## config.mk

```make
export PLATFORM = sky130hd
export DESIGN_NAME = sorted_calibration_table_unit
export DESIGN_NICKNAME = d
export VERILOG_FILES = /design/src/rtl/sct_pkg.sv /design/src/rtl/sct_cell.sv /design/src/rtl/sorted_calibration_table_unit.sv
export SDC_FILE = /design/constraint.sdc
export NUM_CORES = 2
export LEC_CHECK = 0
export ABC_AREA = 0
export ABC_CLOCK_PERIOD_IN_PS = 10700
export BUFFER_PORTS_ARGS = -buffer_cell sky130_fd_sc_hd__buf_2
export CAP_MARGIN = 5
export CORE_MARGIN = 5
export CORE_UTILIZATION = 55
export DETAILED_ROUTE_END_ITERATION = 16
export PLACE_DENSITY = 0.69
export SYNTH_ARGS = -nofsm -noshare
export SYNTH_HDL_FRONTEND = slang
export SYNTH_SLANG_ARGS = --single-unit
```

## constraint.sdc

```tcl
create_clock -name clk_i -period 10.7 [get_ports clk_i]
set_clock_uncertainty 0.1 [all_clocks]
set_input_delay 1.07 -clock clk_i [delete_from_list [all_inputs] [get_ports clk_i]]
set_output_delay 1.07 -clock clk_i [all_outputs]
set_load 0.02 [all_outputs]
```

## src/rtl/sct_pkg.sv

```systemverilog
package sct_pkg;

  // Request codes on req_type_i
  typedef enum logic [2:0] {
    REQ_ENTER  = 3'd0,
    REQ_EXIT   = 3'd1,
    REQ_JOG    = 3'd2,
    REQ_SET    = 3'd3,
    REQ_ADD    = 3'd4,
    REQ_DELETE = 3'd5,
    REQ_CLEAR  = 3'd6,
    REQ_READ   = 3'd7
  } req_e;

  // Operation broadcast to every cell of the row in its update cycle
  typedef enum logic [1:0] {
    CELL_HOLD = 2'd0,
    CELL_ADD  = 2'd1,
    CELL_DEL  = 2'd2
  } cell_op_e;

  // One table entry
  typedef struct packed {
    logic signed [15:0] temp;
    logic        [15:0] duty;
  } entry_t;

  // Broadcast control from the sequencer to the cell row
  typedef struct packed {
    cell_op_e op;
    logic     upd;  // add hits an existing temperature: rewrite its duty
    logic     ins;  // add inserts a new entry
  } cell_ctrl_t;

endpackage

```

## src/rtl/sct_cell.sv

```systemverilog
module sct_cell (
  input  logic                clk_i,
  input  sct_pkg::cell_ctrl_t ctrl_i,
  input  sct_pkg::entry_t     new_i,
  input  logic                valid_i,
  input  logic                at_tail_i,
  input  logic                del_sel_i,
  input  sct_pkg::entry_t     left_i,
  input  logic                left_gt_i,
  input  sct_pkg::entry_t     right_i,
  output sct_pkg::entry_t     entry_o,
  output logic                gt_o,
  output logic                eq_o
);

  sct_pkg::entry_t entry_q, entry_d;

  // Compare the stored key against the broadcast key
  assign gt_o = valid_i && (entry_q.temp > new_i.temp);
  assign eq_o = valid_i && (entry_q.temp == new_i.temp);
  assign entry_o = entry_q;

  // Update: rewrite duty on a hit, shift up on insert, shift down on delete
  always_comb begin
    entry_d = entry_q;
    case (ctrl_i.op)
      sct_pkg::CELL_ADD: begin
        if (ctrl_i.upd && eq_o) begin
          entry_d.duty = new_i.duty;
        end else if (ctrl_i.ins && (gt_o || at_tail_i)) begin
          entry_d = left_gt_i ? left_i : new_i;
        end
      end
      sct_pkg::CELL_DEL: begin
        if (del_sel_i) begin
          entry_d = right_i;
        end
      end
      default: begin
        entry_d = entry_q;
      end
    endcase
  end

  always_ff @(posedge clk_i) begin
    entry_q <= entry_d;
  end

endmodule

```

## src/rtl/sorted_calibration_table_unit.sv

```systemverilog
// Result: an accepted item waits in ST_EXEC, and out_valid_o rises as it leaves,
// as long as no earlier result is still waiting.
// Requests: a new item is taken only in ST_IDLE, once the last has left ST_EXEC;
// the row of cells performs a whole search, insert, update or delete in its update cycle.
// Reset: count, duty and calibration mode clear, max_duty returns to 4095;
// table contents are not cleared and are read only after being written.
module sorted_calibration_table_unit #(
  parameter int TABLE_DEPTH = 16
) (
  input  logic               clk_i,
  input  logic               rst_ni,
  input  logic               cfg_valid_i,
  output logic               cfg_ready_o,
  input  logic [15:0]        cfg_data_i,
  input  logic               in_valid_i,
  output logic               in_ready_o,
  input  logic [2:0]         req_type_i,
  input  logic signed [16:0] duty_delta_i,
  input  logic signed [16:0] duty_value_i,
  input  logic signed [15:0] temperature_i,
  input  logic [7:0]         entry_index_i,
  output logic               out_valid_o,
  input  logic               out_ready_i,
  output logic               status_o,
  output logic               cal_mode_o,
  output logic [15:0]        current_duty_o,
  output logic [4:0]         point_count_o,
  output logic               point_valid_o,
  output logic signed [15:0] point_temp_o,
  output logic [15:0]        point_duty_o
);

  localparam int CW = $clog2(TABLE_DEPTH + 1);
  localparam int IW = $clog2(TABLE_DEPTH);

  typedef enum logic {
    ST_IDLE,
    ST_EXEC
  } state_e;

  state_e state_q;

  logic [15:0]        max_q;
  logic [CW-1:0]      count_q, count_d;
  logic [15:0]        duty_q, duty_d;
  logic               mode_q, mode_d;

  sct_pkg::req_e      req_q;
  logic signed [16:0] delta_q;
  logic signed [16:0] dval_q;
  logic signed [15:0] temp_q;
  logic [7:0]         idx_q;

  logic               out_valid_q;
  logic               status_q;
  logic               pvalid_q;
  sct_pkg::entry_t    pent_q;

  sct_pkg::entry_t    ent [TABLE_DEPTH];
  logic [TABLE_DEPTH-1:0] gt_vec, eq_vec, valid_vec, tail_vec, dsel_vec;

  sct_pkg::cell_ctrl_t ctrl;
  sct_pkg::entry_t     new_ent;
  sct_pkg::entry_t     rd_ent;

  logic               step;
  logic               any_eq;
  logic               is_full;
  logic               idx_ok;
  logic signed [17:0] jog_sum;
  logic               status_d;
  logic               pvalid_d;
  sct_pkg::entry_t    pent_d;
  logic [31:0]        count_ext;

  assign cfg_ready_o = 1'b1;
  assign in_ready_o  = (state_q == ST_IDLE);
  assign step        = (state_q == ST_EXEC) && (!out_valid_q || out_ready_i);

  assign any_eq  = |eq_vec;
  assign is_full = (32'(count_q) >= TABLE_DEPTH);
  assign idx_ok  = (9'({1'b0, idx_q}) < 9'(count_q));
  assign new_ent = '{temp: temp_q, duty: duty_q};
  assign rd_ent  = ent[idx_q[IW-1:0]];
  assign jog_sum = $signed({2'b00, duty_q}) + 18'(delta_q);

  // Row of cells, each shifting from its left or right neighbor
  for (genvar i = 0; i < TABLE_DEPTH; i++) begin : g_cell
    sct_pkg::entry_t left_ent;
    sct_pkg::entry_t right_ent;
    logic            left_gt;

    assign valid_vec[i] = (32'(count_q) > 32'(i));
    assign tail_vec[i]  = (32'(count_q) == 32'(i));
    assign dsel_vec[i]  = (32'(i) >= 32'(idx_q));

    if (i == 0) begin : g_first
      assign left_ent = '0;
      assign left_gt  = 1'b0;
    end else begin : g_inner
      assign left_ent = ent[i-1];
      assign left_gt  = gt_vec[i-1];
    end

    if (i == TABLE_DEPTH - 1) begin : g_last
      assign right_ent = ent[i];
    end else begin : g_mid
      assign right_ent = ent[i+1];
    end

    sct_cell u_cell (
      .clk_i     (clk_i),
      .ctrl_i    (ctrl),
      .new_i     (new_ent),
      .valid_i   (valid_vec[i]),
      .at_tail_i (tail_vec[i]),
      .del_sel_i (dsel_vec[i]),
      .left_i    (left_ent),
      .left_gt_i (left_gt),
      .right_i   (right_ent),
      .entry_o   (ent[i]),
      .gt_o      (gt_vec[i]),
      .eq_o      (eq_vec[i])
    );
  end

  // Decode the held item into cell control and next state
  always_comb begin
    ctrl     = '{op: sct_pkg::CELL_HOLD, upd: 1'b0, ins: 1'b0};
    count_d  = count_q;
    duty_d   = duty_q;
    mode_d   = mode_q;
    status_d = 1'b0;
    pvalid_d = 1'b0;
    pent_d   = '0;
    case (req_q)
      sct_pkg::REQ_ENTER: begin
        mode_d = 1'b1;
      end
      sct_pkg::REQ_EXIT: begin
        mode_d = 1'b0;
      end
      sct_pkg::REQ_JOG: begin
        mode_d = 1'b1;
        if (jog_sum[17]) begin
          duty_d = '0;
        end else if (jog_sum[16:0] > {1'b0, max_q}) begin
          duty_d = max_q;
        end else begin
          duty_d = jog_sum[15:0];
        end
      end
      sct_pkg::REQ_SET: begin
        mode_d = 1'b1;
        if (dval_q[16]) begin
          duty_d = '0;
        end else if (dval_q[15:0] > max_q) begin
          duty_d = max_q;
        end else begin
          duty_d = dval_q[15:0];
        end
      end
      sct_pkg::REQ_ADD: begin
        ctrl.op  = sct_pkg::CELL_ADD;
        ctrl.upd = any_eq;
        ctrl.ins = !any_eq && !is_full;
        status_d = !any_eq && is_full;
        if (ctrl.ins) begin
          count_d = count_q + CW'(1);
        end
      end
      sct_pkg::REQ_DELETE: begin
        if (idx_ok) begin
          ctrl.op = sct_pkg::CELL_DEL;
          count_d = count_q - CW'(1);
        end
      end
      sct_pkg::REQ_CLEAR: begin
        count_d = '0;
      end
      sct_pkg::REQ_READ: begin
        if (idx_ok) begin
          pvalid_d = 1'b1;
          pent_d   = rd_ent;
        end
      end
      default: begin
        ctrl = '{op: sct_pkg::CELL_HOLD, upd: 1'b0, ins: 1'b0};
      end
    endcase
    if (!step) begin
      ctrl.op = sct_pkg::CELL_HOLD;
    end
  end

  // Hold state, sequencer and registered result
  always_ff @(posedge clk_i or negedge rst_ni) begin
    if (!rst_ni) begin
      state_q     <= ST_IDLE;
      max_q       <= 16'd4095;
      count_q     <= '0;
      duty_q      <= '0;
      mode_q      <= 1'b0;
      out_valid_q <= 1'b0;
      status_q    <= 1'b0;
      pvalid_q    <= 1'b0;
      pent_q      <= '0;
    end else begin
      if (cfg_valid_i && cfg_ready_o) begin
        max_q <= cfg_data_i;
      end
      if (out_valid_q && out_ready_i && !step) begin
        out_valid_q <= 1'b0;
      end
      case (state_q)
        ST_IDLE: begin
          if (in_valid_i) begin
            state_q <= ST_EXEC;
          end
        end
        ST_EXEC: begin
          if (step) begin
            state_q     <= ST_IDLE;
            count_q     <= count_d;
            duty_q      <= duty_d;
            mode_q      <= mode_d;
            out_valid_q <= 1'b1;
            status_q    <= status_d;
            pvalid_q    <= pvalid_d;
            pent_q      <= pent_d;
          end
        end
        default: begin
          state_q <= ST_IDLE;
        end
      endcase
    end
  end

  // Capture item fields
  always_ff @(posedge clk_i) begin
    if (in_valid_i && in_ready_o) begin
      req_q   <= sct_pkg::req_e'(req_type_i);
      delta_q <= duty_delta_i;
      dval_q  <= duty_value_i;
      temp_q  <= temperature_i;
      idx_q   <= entry_index_i;
    end
  end

  assign count_ext      = 32'(count_q);
  assign out_valid_o    = out_valid_q;
  assign status_o       = status_q;
  assign cal_mode_o     = mode_q;
  assign current_duty_o = duty_q;
  assign point_count_o  = count_ext[4:0];
  assign point_valid_o  = pvalid_q;
  assign point_temp_o   = pent_q.temp;
  assign point_duty_o   = pent_q.duty;

  // Count never exceeds the table depth
  a_count_bound: assert property (@(posedge clk_i) disable iff (!rst_ni)
    32'(count_q) <= TABLE_DEPTH)
    else $error("entry count above table depth");

  // An accepted item moves the sequencer to its update cycle
  a_accept_exec: assert property (@(posedge clk_i) disable iff (!rst_ni)
    (in_valid_i && in_ready_o) |=> (state_q == ST_EXEC))
    else $error("accepted item not executed");

  // Table full is reported only when the table is full
  a_full_status: assert property (@(posedge clk_i) disable iff (!rst_ni)
    (out_valid_o && status_o) |-> is_full)
    else $error("table full reported with free entries");

  // A waiting result item holds until it is taken
  a_out_hold: assert property (@(posedge clk_i) disable iff (!rst_ni)
    (out_valid_o && !out_ready_i) |=> (out_valid_o &&
      $stable({status_o, cal_mode_o, current_duty_o, point_count_o,
               point_valid_o, point_temp_o, point_duty_o})))
    else $error("result changed while waiting");

endmodule

```

Word-level counts from Yosys, hierarchy flattened

Cells that the tools add are included.

Input bits: 82
Register bits: 647
Word-level logic and storage cells: 462
Output and inout bits: 59

Reduce and logical (&&, ||, !) cells: 136
Equality and inequality tests: 102
$lt $le $gt $ge: 52
Multiplexer cells: 119
Bitwise operators: 3
Add/subtract/negate cells: 3

Operators with widths:

| kind                                                             | number |
|---|---|
| two-way mux 32 bit                                               | 49 |
| one-hot mux 32 bit (2 select lines)                              | 15 |
| two-way mux 16 bit                                               | 36 |
| greater-than comparator 16 bit                                   | 17 |
| == test 16 bit                                                   | 16 |
| binary-select mux 32 bit (select 4 bit)                          | 1 |
| logical AND 1 bit                                                | 70 |
| inequality test 2 x 1 -> 1 bit, second input constant            | 30 |
| AND reduction 4 bit                                              | 15 |
| greater-or-equal comparator 4 x 8 -> 1 bit, first input constant | 7 |
| AND reduction 3 bit                                              | 18 |
| inequality test 3 x 1 -> 1 bit, second input constant            | 15 |
| == test 5 x 4 -> 1 bit, second input constant                    | 8 |
| greater-than comparator 5 x 4 -> 1 bit, second input constant    | 8 |
| inequality test 2 bit, second input constant                     | 17 |
| greater-or-equal comparator 3 x 8 -> 1 bit, first input constant | 4 |
| one-hot mux 16 bit (2 select lines)                              | 1 |
| == test 5 x 3 -> 1 bit, second input constant                    | 4 |
| greater-than comparator 5 x 3 -> 1 bit, second input constant    | 4 |
| adder 17 x 17 -> 18 bit                                          | 1 |
| greater-than comparator 17 x 16 -> 1 bit                         | 1 |
| logical OR 1 bit                                                 | 17 |
| greater-or-equal comparator 1 x 8 -> 1 bit, first input constant | 2 |
| greater-or-equal comparator 2 x 8 -> 1 bit, first input constant | 2 |
| other kinds (30)                                                 | 57 |

Longest topological paths before layout

Depth after elaboration: 10
Depth in mapped cells: 19
Gate-level depth less buffers: 18

Cells and area by module

Synthesis repeated with hierarchy kept, for this count alone.

Cell total of the unflattened synthesis: 4,377
Area total of the unflattened synthesis: 45,608.7 µm²

By module, submodules not included:

| module                        | instances | cells an instance | area an instance (µm²) |
|---|---|---|---|
| sct_cell                      | 16        | 216               | 2,152.1 |
| sorted_calibration_table_unit | 1         | 921               | 11,175.7 |

Least setup slack after synthesis

No wires, ideal clock.

Path kind: reg-to-reg
Start: register count_q[1], in the netlist point_count_o[1]
End: register g_cell[11].u_cell.entry_q (netlist bit g_cell[11].u_cell.entry_o[16]), enable pin
Arrival: 4.385 ns
Period minus slack after synthesis: 4.899 ns
Required time: 10.186 ns
Cell stages (with the launch flop): 16
Path buffers: 5
Setup time: 0.414 ns
Path slack: 5.801 ns
Cell sequence: dfrtp_1 buf_2 inv_1 ha_1 a211oi_1 o211a_1 and3_1 nand2_1 inv_1 ha_1 clkbuf_1 clkbuf_1 clkbuf_1 clkbuf_1 nor2_1 a211oi_1

Longest elaborated chain between the ends: 9
Elaborated cells between the ends (all ways): 54

Ends and longest elaborated chain:

| element                                                                             | line                                 | source |
|---|---|---|
| from (decl)                                                                         | sorted_calibration_table_unit.sv:44  | `logic [CW-1:0] count_q, count_d;` |
| from (signal assigned)                                                              | sorted_calibration_table_unit.sv:224 | `count_q <= count_d;` |
| parallel branches: the longest is 8 deep, another holds < comparator 8 x 5 -> 1 bit | n/a                                  |  |
| AND reduction 4 bit (no line) (*)                                                   | n/a                                  |  |
| to (signal assigned)                                                                | sct_cell.sv:46                       | `entry_q <= entry_d;` |
| to (decl)                                                                           | sct_cell.sv:16                       | `sct_pkg::entry_t entry_q, entry_d;` |

Every way passes the cells marked *.
A chain may end at the register's enable or synchronous reset.

==> Flow_metrics.wiki <==
{| class="wikitable"
! Metric !! Value
|-
| Status || finished clean
|-
| Cell count after synthesis || 3958
|-
| Total Wirelength || between 150 and 200 mm
|-
| Width of the chip || just under 300 µm
|-
| Synth Cell Area || about 44000 µm²
|-
| DR iter-0 viols || approximately 5000
|-
| Initial standard-cell utilization of the core || 0.556
|-
| Netlist cell types || 97
|-
| Area growth syn-to-layout || 9.09%
|-
| First drt pass iteration count || 8
|-
| Synthesized area per cell || between 10 and 15 µm²
|-
| Worst Slack Setup Final || slightly below 5 ns
|-
| Dpl cell area || approximately 46000 µm²
|-
| First-pass GRT wire length || ~220 mm
|-
| Count of synthesis-stage warnings from yosys || 0
|-
| Max-slew violation count || 0
|-
| DRC violations left || 0
|-
| Finished layout cell area || 48000 µm²
|-
| Share of the clock period used by the worst path after layout || 0.551
|-
| Most used flip-flop cell after synthesis || edfxtp_1
|-
| Count of placed standard cells including taps || 4896
|-
| Areal power density over the cells || around 240 nW/µm²
|-
| Number of enable-type register cells in the synthesized netlist || 573
|-
| Hold/Removal Path Class || in2async
|-
| Post-layout instance count excluding filler cells || 5037
|-
| Crit Path Max Fanout || between 200 and 250
|-
| Number of nets in the final layout || around 4300
|-
| Remaining Overflow, GRT || 0
|-
| Setup repair after global routing missed its margin || no
|-
| Clock-pin slew of the registers on the worst-case setup and hold paths || approximately 0.06 ns
|-
| Start-to-end type of the worst setup path || reg2reg
|-
| Maximum buffer depth of the clock tree || 3
|-
| Worst endpoint required time || approximately 11 ns
|-
| IO Port Bufs || about 140
|-
| Final Wtd Congestion || ~1.1
|-
| Worst slack at placement || 5.18 ns
|-
| CP startpoint kind || register
|-
| Floorplan Core Area || 79100 µm²
|-
| Sum of negative setup slack || 0 ns
|-
| DP Wirelength || just under 100 mm
|-
| Worst Tran Pin Value || 1.21 ns
|-
| Largest net degree at the start of global routing || 242
|-
| Remaining antenna violation count || 0
|-
| CTS tree || yes
|-
| Post-cts hold buffer count || 0
|-
| Most area-consuming cells after synthesis || edfxtp_1, ha_1, mux2i_1
|-
| Final hold violations || 0
|-
| Cell taking the most area after synthesis || edfxtp_1
|-
| Crit path time final || a little under 6 ns
|-
| Number of maximum-capacitance violations || 0
|-
| Total leakage power || roughly 19 nW
|-
| Root buffer selected by CTS || clkbuf_16
|-
| Peak Freq || 170 MHz
|-
| Global Route Usage Sum || 0.340
|-
| Kind of end point of the critical path || register
|-
| Average wire per cell in the routed design || approximately 30 µm
|-
| Worst-skew pair later-pin latency || 0.64 ns
|-
| Max IR drop VDD || 168 µV
|-
| Number of buffers inserted during clock tree synthesis || 75
|-
| Y dimension of the die || 293 µm
|-
| Number of rows in the core area || between 100 and 150
|-
| Synth Net Count || around 4400
|-
| Count of cells resized by post-cts repair || 0
|-
| Number of buffers inserted to repair setup after CTS || 0
|-
| Share of cells above drive strength 1 || 0.152
|-
| Flops & latches, synth || about 650
|-
| Most frequent cell after synthesis || edfxtp_1
|-
| Area of the die || between 80000 and 90000 µm²
|-
| Number of setup violations in the final report || 0
|-
| Worst slew margin || 0.187
|-
| Routed via count divided by cell count || around 7
|-
| Initial antenna violation count || 2
|-
| Portion of synthesized cell area occupied by the leading cell type || 0.391
|-
| I/O pin total || around 140
|-
| Share of the yosys chip area belonging to registers || 0.433
|-
| Via count of the first global-routing pass || about 33000
|-
| Total number of vias || ~35000
|-
| Count of clock tree sinks || between 600 and 700
|-
| Async set-or-reset flop fraction in the synthesized netlist || 0.114
|-
| Most numerous cell types in the synthesized netlist || edfxtp_1, nand2_1, o21ai_0
|-
| Count of H-tree levels built during CTS || 3
|-
| Crit path arrival time || 6.17 ns
|}
-- report_power, final --
| group | internal [W] | total (W) | switching (W) |
|---|---|---|---|
| clock network | 0.00152 | 0.00263 | 0.00111 |
| logic | 0.00202 | 0.00521 | 0.00319 |
| registers | 0.00338 | 0.00378 | 0.000395 |
-- kinds of logic after synthesis --
| group | synth area share |
|---|---|
| AO/OA/AOI/OAI | 0.155 |
| XOR/XNOR | 0.00239 |
| adder cells (fa/ha/maj) | 0.0900 |
| buffers and inverters | 0.0414 |
| flip-flops | 0.433 |
| multiplexers | 0.163 |
| other | 0.0000852 |
| AND/OR/NAND/NOR | 0.115 |
-- per-layer routing --
metal	vias to the layer above	share of wire	GRT usage
met3	368	0.13	0.101
met5	-	0.00068	0.00887
li1	15200	-	-
met2	2139	0.43	0.500
met1	17200	0.40	0.482
met4	4	0.040	0.122
-- critical path, cell delays in order, from the launching register on --
cell	delay [ns]
dfrtp_1	0.94
inv_1	0.37
ha_1	0.40
a21oi_1	0.14
o211a_1	0.18
and3_1	0.17
nand2_1	0.09
inv_1	0.10
ha_4	0.60
buf_12	0.47
buf_4	0.84
nor2_1	0.35
a221o_1	0.41
-- cells in the final DEF, fill, tap and decap left out, drive strengths merged, types with 62 or more instances in the layout --
master / count
o21ai: 413
clkbuf: 107
nor2: 95
a21oi: 130
inv: 105
mux4: 128
nor3b: 97
a221o: 95
ha: 315
edfxtp: 573
buf: 212
a21o: 120
nand2: 445
dfrtp: 62
mux2i: 372
nand4: 68
nor2b: 83
-- sequential cells by signal, indices dropped and copies added (netlist names), 3 cells and up --
register / count
idx_q: 8
max_q: 16
point_duty_o: 16
req_q: 3
point_temp_o: 16
delta_q: 17
g_cell.u_cell.entry_o: 512
temp_q: 16
dval_q: 17
current_duty_o: 16
point_count_o: 5
-- per-stage QoR --
stage / hold slack, ns / power (W) / util
finish: 0.273 / 0.0116 / 0.607
global route: 0.294 / 0.0121 / 0.607
CTS: 0.271 / 0.0115 / 0.607
detailed placement: 0.363 / 0.00885 / 0.575
global placement: 0.356 / 0.00874 / 0.575
floorplan: 0.418 / 0.00728 / -
-- area by class of cell --
type	count	area, µm²
inverters	102	383
clock buffers	107	2130
repair buffers	212	1320
diodes	2	5.00
multi-input cells	2885	23400
well taps	1050	1310
flip-flops and latches	647	19100
clock inverters	32	353
fillers	6450	31100
-- path summary, 6_finish.rpt --
path / from / end / slack (ns) / cells past startpoint
worst min-delay path: rst_ni / point_temp_o[4]$_DFFE_PN0P_ / 0.27 / 1
min in group clk_i: point_valid_o$_DFFE_PN0P_ / point_valid_o$_DFFE_PN0P_ / 0.37 / 1
worst max-delay path: point_count_o[4]$_DFFE_PN0P_ / g_cell[13].u_cell.entry_o[24]$_DFFE_PP_ / 4.81 / 12
max in group asynchronous: rst_ni / point_duty_o[2]$_DFFE_PN0P_ / 9.03 / 2
worst min register to register: point_valid_o$_DFFE_PN0P_ / point_valid_o$_DFFE_PN0P_ / 0.37 / 1
worst max register to register: point_count_o[4]$_DFFE_PN0P_ / g_cell[13].u_cell.entry_o[24]$_DFFE_PP_ / 4.81 / 12
(Power assumes the default switching activity.)
